[config.mk]
export PLATFORM = sky130hd
export DESIGN_NAME = button_debounce_mode_select
export DESIGN_NICKNAME = d
export VERILOG_FILES = /design/src/rtl/core/bdms_pkg.sv /design/src/rtl/core/button_debounce_mode_select.sv
export SDC_FILE = /design/constraint.sdc
export NUM_CORES = 1
export LEC_CHECK = 0
export BUFFER_PORTS_ARGS = -buffer_cell sky130_fd_sc_hd__buf_2
export CAP_MARGIN = 5
export CORE_UTILIZATION = 58
export DETAILED_ROUTE_END_ITERATION = 10
export PLACE_DENSITY = 0.78
export SYNTH_ARGS = -nofsm -noshare
export SYNTH_HDL_FRONTEND = slang
export SYNTH_SLANG_ARGS = --single-unit
[constraint.sdc]
create_clock -name clk -period 7 [get_ports clk]
set_clock_uncertainty 0.05 [all_clocks]
set_input_delay 1.05 -clock clk [delete_from_list [all_inputs] [get_ports clk]]
set_output_delay 1.05 -clock clk [all_outputs]
set_load 0.01 [all_outputs]
[src/rtl/core/bdms_pkg.sv]
// ----------------------------------------------------------------------------
// bdms_pkg
// Shared types and constants for the button debounce and mode select block.
// ----------------------------------------------------------------------------
package bdms_pkg;

  localparam int unsigned CMD_BUTTONS = 3;
  localparam int unsigned TH_W        = 10;
  localparam int unsigned LOCK_W      = 21;
  localparam int unsigned CNT_W       = 11;
  localparam int unsigned CFG_IDX_W   = 2;

  localparam logic [CNT_W-1:0] CNT_MAX = {CNT_W{1'b1}};

  localparam logic [TH_W-1:0]   PRESS_TH_RST   = 10'd500;
  localparam logic [TH_W-1:0]   RELEASE_TH_RST = 10'd200;
  localparam logic [LOCK_W-1:0] LOCKOUT_RST    = 21'd2000000;

  localparam logic [CFG_IDX_W-1:0] REG_PRESS_TH   = 2'd0;
  localparam logic [CFG_IDX_W-1:0] REG_RELEASE_TH = 2'd1;
  localparam logic [CFG_IDX_W-1:0] REG_LOCKOUT    = 2'd2;

  typedef logic [CNT_W-1:0]  cnt_t;
  typedef logic [LOCK_W-1:0] lock_t;
  typedef logic [TH_W-1:0]   th_t;

endpackage

[src/rtl/core/button_debounce_mode_select.sv]
// ----------------------------------------------------------------------------
// button_debounce_mode_select
// Counter based debouncer for a set of buttons with mode command issue on
// the first three buttons (record, track, idle) and a per-button lockout.
//
// Usage:
//   in channel  : one item per tick, in_raw_buttons holds the raw levels
//   out channel : one item per input item, out_mode_commands holds the
//                 commands issued on that tick, out_debounced_buttons the
//                 press latches after it
//   cfg channel : press/release threshold and lockout register writes, always
//                 ready; the user writes while the block idles (not enforced)
// Flow: the input register takes the item, then the debounce update writes
// the state and the output register together once the output register is
// free or read. Throughput is one item per cycle while out_ready stays high.
// When the receiver stalls, the output register holds its item and the
// input register fills; in_ready then drops until out_ready returns.
// Reset clears the counters, latches and pending flags and loads the
// register defaults (500, 200, 2000000).
// ----------------------------------------------------------------------------
module button_debounce_mode_select #(
  parameter int NUM_BUTTONS = 4
) (
  input  logic                                clk,
  input  logic                                rst_n,
  input  logic                                in_valid,
  output logic                                in_ready,
  input  logic [NUM_BUTTONS-1:0]              in_raw_buttons,
  output logic                                out_valid,
  input  logic                                out_ready,
  output logic [2:0]                          out_mode_commands,
  output logic [NUM_BUTTONS-1:0]              out_debounced_buttons,
  input  logic                                cfg_valid,
  output logic                                cfg_ready,
  input  logic [bdms_pkg::CFG_IDX_W-1:0]      cfg_index,
  input  logic [bdms_pkg::LOCK_W-1:0]         cfg_data
);

  localparam int NCMD = (NUM_BUTTONS < int'(bdms_pkg::CMD_BUTTONS)) ?
                        NUM_BUTTONS : int'(bdms_pkg::CMD_BUTTONS);

  bdms_pkg::th_t   press_th_r, release_th_r;
  bdms_pkg::lock_t lockout_ticks_r;

  logic                   s1_valid_r;
  logic [NUM_BUTTONS-1:0] s1_raw_r;
  logic                   adv;

  bdms_pkg::cnt_t         cnt_r   [NUM_BUTTONS];
  bdms_pkg::cnt_t         cnt_nxt [NUM_BUTTONS];
  logic [NUM_BUTTONS-1:0] rp_r, rp_nxt;
  logic [NUM_BUTTONS-1:0] pp_r, pp_nxt;
  logic [NUM_BUTTONS-1:0] latch_r, latch_nxt;
  bdms_pkg::lock_t        lock_r   [bdms_pkg::CMD_BUTTONS];
  bdms_pkg::lock_t        lock_nxt [bdms_pkg::CMD_BUTTONS];
  logic [2:0]             cmd_nxt;

  logic                   out_valid_r;
  logic [2:0]             out_cmd_r;
  logic [NUM_BUTTONS-1:0] out_deb_r;

  assign adv       = s1_valid_r && (!out_valid_r || out_ready);
  assign in_ready  = !s1_valid_r || adv;
  assign cfg_ready = 1'b1;

  assign out_valid             = out_valid_r;
  assign out_mode_commands     = out_cmd_r;
  assign out_debounced_buttons = out_deb_r;

  // lockout countdown, command issue, then debounce
  always_comb begin
    logic [NUM_BUTTONS-1:0] lt;
    logic                   lvl, dp, dr, rp, pp;
    bdms_pkg::cnt_t         c;
    lt      = latch_r;
    cmd_nxt = '0;
    for (int i = 0; i < int'(bdms_pkg::CMD_BUTTONS); i++) begin
      lock_nxt[i] = '0;
      if (i < NCMD) begin
        lock_nxt[i] = (lock_r[i] != '0) ? lock_r[i] - 1'b1 : lock_r[i];
        if (lt[i] && lock_nxt[i] == '0) begin
          cmd_nxt[i]  = 1'b1;
          lt[i]       = 1'b0;
          lock_nxt[i] = lockout_ticks_r;
        end
      end
    end
    for (int i = 0; i < NUM_BUTTONS; i++) begin
      lvl = s1_raw_r[i];
      dp  = lvl && !lt[i];
      dr  = !lvl && lt[i];
      rp  = rp_r[i];
      pp  = pp_r[i];
      c   = cnt_r[i];
      if (lvl == lt[i]) begin
        c  = '0;
        rp = 1'b0;
        pp = 1'b0;
      end else begin
        if (!rp && !pp) begin
          rp = dr;
          pp = dp;
        end
        if (((rp && dr) || (pp && dp)) && c != bdms_pkg::CNT_MAX)
          c = c + 1'b1;
        if ((rp && dp) || (pp && dr)) begin
          c  = '0;
          rp = 1'b0;
          pp = 1'b0;
        end
        if (pp && c > {1'b0, press_th_r}) begin
          c     = '0;
          rp    = 1'b0;
          pp    = 1'b0;
          lt[i] = 1'b1;
        end
        if (rp && c > {1'b0, release_th_r}) begin
          c     = '0;
          rp    = 1'b0;
          pp    = 1'b0;
          lt[i] = 1'b0;
        end
      end
      cnt_nxt[i] = c;
      rp_nxt[i]  = rp;
      pp_nxt[i]  = pp;
    end
    latch_nxt = lt;
  end

  always_ff @(posedge clk) begin
    if (!rst_n) begin
      press_th_r      <= bdms_pkg::PRESS_TH_RST;
      release_th_r    <= bdms_pkg::RELEASE_TH_RST;
      lockout_ticks_r <= bdms_pkg::LOCKOUT_RST;
      s1_valid_r      <= 1'b0;
      out_valid_r     <= 1'b0;
      rp_r            <= '0;
      pp_r            <= '0;
      latch_r         <= '0;
      for (int i = 0; i < NUM_BUTTONS; i++)
        cnt_r[i] <= '0;
      for (int i = 0; i < int'(bdms_pkg::CMD_BUTTONS); i++)
        lock_r[i] <= '0;
    end else begin
      if (cfg_valid && cfg_ready) begin
        case (cfg_index)
          bdms_pkg::REG_PRESS_TH:   press_th_r      <= cfg_data[bdms_pkg::TH_W-1:0];
          bdms_pkg::REG_RELEASE_TH: release_th_r    <= cfg_data[bdms_pkg::TH_W-1:0];
          bdms_pkg::REG_LOCKOUT:    lockout_ticks_r <= cfg_data;
          default: ;
        endcase
      end
      if (in_valid && in_ready) begin
        s1_valid_r <= 1'b1;
        s1_raw_r   <= in_raw_buttons;
      end else if (adv) begin
        s1_valid_r <= 1'b0;
      end
      if (adv) begin
        out_valid_r <= 1'b1;
        out_cmd_r   <= cmd_nxt;
        out_deb_r   <= latch_nxt;
        rp_r        <= rp_nxt;
        pp_r        <= pp_nxt;
        latch_r     <= latch_nxt;
        for (int i = 0; i < NUM_BUTTONS; i++)
          cnt_r[i] <= cnt_nxt[i];
        for (int i = 0; i < int'(bdms_pkg::CMD_BUTTONS); i++)
          lock_r[i] <= lock_nxt[i];
      end else if (out_ready) begin
        out_valid_r <= 1'b0;
      end
    end
  end

  // a command reloads its lockout, none issues while locked, one run direction
  generate
    for (genvar g = 0; g < NCMD; g++) begin : g_cmd_chk
      a_cmd_reload: assert property (@(posedge clk) disable iff (!rst_n)
        adv && cmd_nxt[g] |=> lock_r[g] == $past(lockout_ticks_r))
        else $error("lockout not reloaded after command");
      a_cmd_lock: assert property (@(posedge clk) disable iff (!rst_n)
        adv && cmd_nxt[g] |-> lock_r[g] <= bdms_pkg::lock_t'(1))
        else $error("command issued while locked out");
    end
    for (genvar g = 0; g < NUM_BUTTONS; g++) begin : g_run_chk
      a_one_dir: assert property (@(posedge clk) disable iff (!rst_n)
        !(rp_r[g] && pp_r[g]))
        else $error("press and release run pending together");
    end
  endgenerate

  a_state_hold: assert property (@(posedge clk) disable iff (!rst_n)
    rst_n && !adv |=> $stable(latch_r) && $stable(rp_r) && $stable(pp_r))
    else $error("debounce state changed without an item");

endmodule
==> reports/qor.txt <==
GP Congestion - 0.939
global-route wire length before repair - 59,400 µm
CTS root buffer - clkbuf_16
TritonCTS Sinks - 173
Peak VDD IR - 161 µV
WL final - 42,400 µm
worst path bufs/invs - 6
crit path max fanout - 5
Worst path top cell family by delay - simple AND/OR/NAND/NOR gates
busiest layer in global routing - met2
clk_lat worst skew - 0.45 ns
GR Layer Usage met1 - 43.7%
Critical Path Source Type - register
WS Path Type - register to register
fin worst setup slack - -0.690 ns
hold_buf cts - 0
status - complete, but fails checks
Synth Instances - 1,439
Power Total - 3060 µW
synthesized cell area - 12,500 µm²
critical path arrival - 7.96 ns
Primary FF master, synth - edfxtp_1
Die Wd - 149 µm
WP data required - 7.27 ns
Seq cells post-synth - 173
max incr delay on CP - 0.55 ns
Cell Rows - 53
hold crit path type - register to register
clk slew on worst S/H paths - 0.08 ns
P per Cell Area - 187 nW/µm²
CTS Buffer Depth - 2
Post-DP HPWL - 26,800 µm
Post-synth EDFFs - 118
Initial Util - 59.3%
Mapped Avg Cell Area - 8.66 µm²
Die ar. - 22,100 µm²
vias in the first global route - 11,800
Final Max Slew Viols - 0
initial antenna violation count - 0
RSZ-0062 raised after global routing - true
CTS H-tree lvls - 4
gr ovfl total - 0
failing checks - negative setup slack
drt pass-1 iters - 7
GRT met2 Usage - 56.6%
gr usage total - 34.7%
HP Start - release_th_r[5]
post-layout net count - 1,816
area grow syn2layout - 31.5%
antenna-violating nets left - 0
layout cells sized above 1 - 32.3%
FF-to-FF path depth - 36
GR Util met3 - 6.50%
Max Clk Rate - 130 MHz
Distinct cells, synth - 85
period utilisation layout - 110%
number of DRC markers in iteration 0 - 1,299
fin crit period - 7.69 ns
Num CTS Buffers - 17
post-synthesis sequential area ratio - 37.3%
WL/cell - 21.5 µm
final hold vios - 0
pin count of the biggest net entering global routing - 82
Worst R2R Start - lock_r[0][21]
Max Cap Viol - 0
crit-path most repeated cell - ha_4
Worst Tran Pin Value - 1.14 ns
Util after Layout - 77.9%
DR vias - 12,800
number of remaining DRC errors - 0
Core Area - 21,000 µm²
Setup crit end kind - register
TritonCTS clock tree - done
Via density - 6.50
Ports - 42
setup violators final - 34
RR Endpoint - cnt_r[1][7]
hold depth - 2
Crit-path slowest cell - or4_4
Die H - 149 µm
Setup TNS - -16.51 ns
hold path endpoint - release_th_r[5]
Antenna Cells - 0
asr flop ratio synth - 0%
PortBufs - 40
synth warn - 0
Net Count, Synth - 1,572
leak pwr - 0.00654 µW
flop-to-flop setup slack - -0.69 ns
normalized max-slew margin - 24.0%
-- synth_stat cells, types with 11 or more instances --
library cell  count  area share (%)
xnor2_1          43             3.0
ha_1            101              10
dfxtp_1          55             8.8
or2_2            15            0.75
a21o_1           12            0.72
a21oi_1          69             2.8
o21ai_0          43             1.7
o211ai_1         14            0.84
nand3_1          92             3.7
or4_1            12            0.72
nand2_1         174             5.2
xor2_1           37             2.6
nor2_1          144             4.3
or3_1            11            0.55
nor3_1           49             2.0
inv_1            79             2.4
edfxtp_1        118              28
nand4_1          37             1.9
o22ai_1          43             2.2
and3_1           13            0.65
clkbuf_1         42             1.3
nand2b_1         20             1.0
nor2b_1          14            0.70
nor4_1           18            0.90
o21ai_1          14            0.56
-- cell usage in the layout (no fill, tap or decap), drive strengths merged, types with 8 or more instances in the layout --
master and instances:
nand3 93, nor2 145, ha 101, buf 284, o211ai 14, nor3 53, nand3b 10, and2 8
nand2b 21, o22ai 43, nor4b 10, inv 85, nand4 38, clkbuf 22, dfxtp 55, edfxtp 118
and3 13, or2 15, or3 11, a211oi 8, nor4 25, or4 13, nand2 175, xnor2 43
a21oi 69, a21o 12, o21ai 58, xor2 37, nor2b 14
-- per-stage QoR --
stage | instances | hold WS (ns) | cell area (µm²) | worst slack (ns)
3_3_place_gp | 1889 | 0.392 | 14300 | -0.299
3_5_place_dp | 1889 | 0.397 | 14300 | -0.544
6_report | 1971 | 0.410 | 16400 | -0.690
5_1_grt | 1971 | 0.425 | 16400 | -0.860
4_1_cts | 1939 | 0.407 | 15300 | -0.292
2_1_floorplan | 1439 | 0.386 | 12600 | -0.158
-- layout make-up --
type / count / area, µm²
clock buffer: 22 / 505
clock inverter: 10 / 71.3
fill: 1305 / 4640
inverter: 79 / 302
multi-input combinational: 1128 / 8420
sequential: 173 / 4640
tap: 275 / 344
timing repair buffer: 284 / 2090
-- report_power, final --
part           switching [µW]  total [µW]  internal [µW]
registers                62.3        1220           1160
logic                     496         892            397
clock network             434         951            517
-- cell families (layout without fill, tap and decap cells) --
family,after synthesis,count (layout),share of synthesized area [%]
adder cells (fa/ha/maj),102,102,10.2
AND/OR/NAND/NOR,663,664,27.5
buffers and inverters,139,395,4.63
AO/OA/AOI/OAI,275,275,14.2
multiplexers,6,6,0.492
flip-flops,173,173,37.3
other,1,1,0.0301
XOR/XNOR,80,80,5.62
-- repair_timing --
action | in CTS | in global routing
gates resized for setup | 68 | 173
endpoints found under the hold margin | 0 | 0
buffers inserted | 17 | 31
pin swaps | 38 | 84
setup endpoints to repair | 40 | 45
cloned | 1 | 3
-- worst max-delay path by stage --
stage | startpoint | endpoint | slack [ns] | cells past startpoint
after floorplan | lock_r[0][21] | cnt_r[1][1] | -0.16 | 36
after global placement | lock_r[0][23] | cnt_r[1][6] | -0.30 | 34
after detailed placement | lock_r[0][24] | cnt_r[1][2] | -0.54 | 34
after CTS | lock_r[0][21] | cnt_r[1][0] | -0.29 | 37
after global routing | lock_r[0][21] | cnt_r[1][7] | -0.86 | 37
final | lock_r[0][21] | cnt_r[1][7] | -0.69 | 36
-- tightest hold or removal path: cells and delay by family (launching register included) --
family	cells	cell delay [ns]
compound gates	1	0.05
simple gates	1	0.05
flops	1	0.31
-- routing by layer --
layer / wire length [µm] / vias up / part of all wire [%]
met2: 19700 / 793 / 47
met1: 15900 / 6042 / 38
met3: 3980 / 220 / 9.4
met5: 0 / - / 0
met4: 2700 / 0 / 6.4
li1: - / 5755 / -
-- registers in the layout (all words and copies together), names as in the netlist --
name	cells
latch_r	4
pp_r	4
s1_raw_r	4
out_mode_commands	3
lockout_ticks_r	21
out_debounced_buttons	4
lock_r	63
cnt_r	44
s1_valid_r	1
out_valid	1
rp_r	4
press_th_r	10
release_th_r	10
Note: power is estimated with default switching activity, not from simulation.
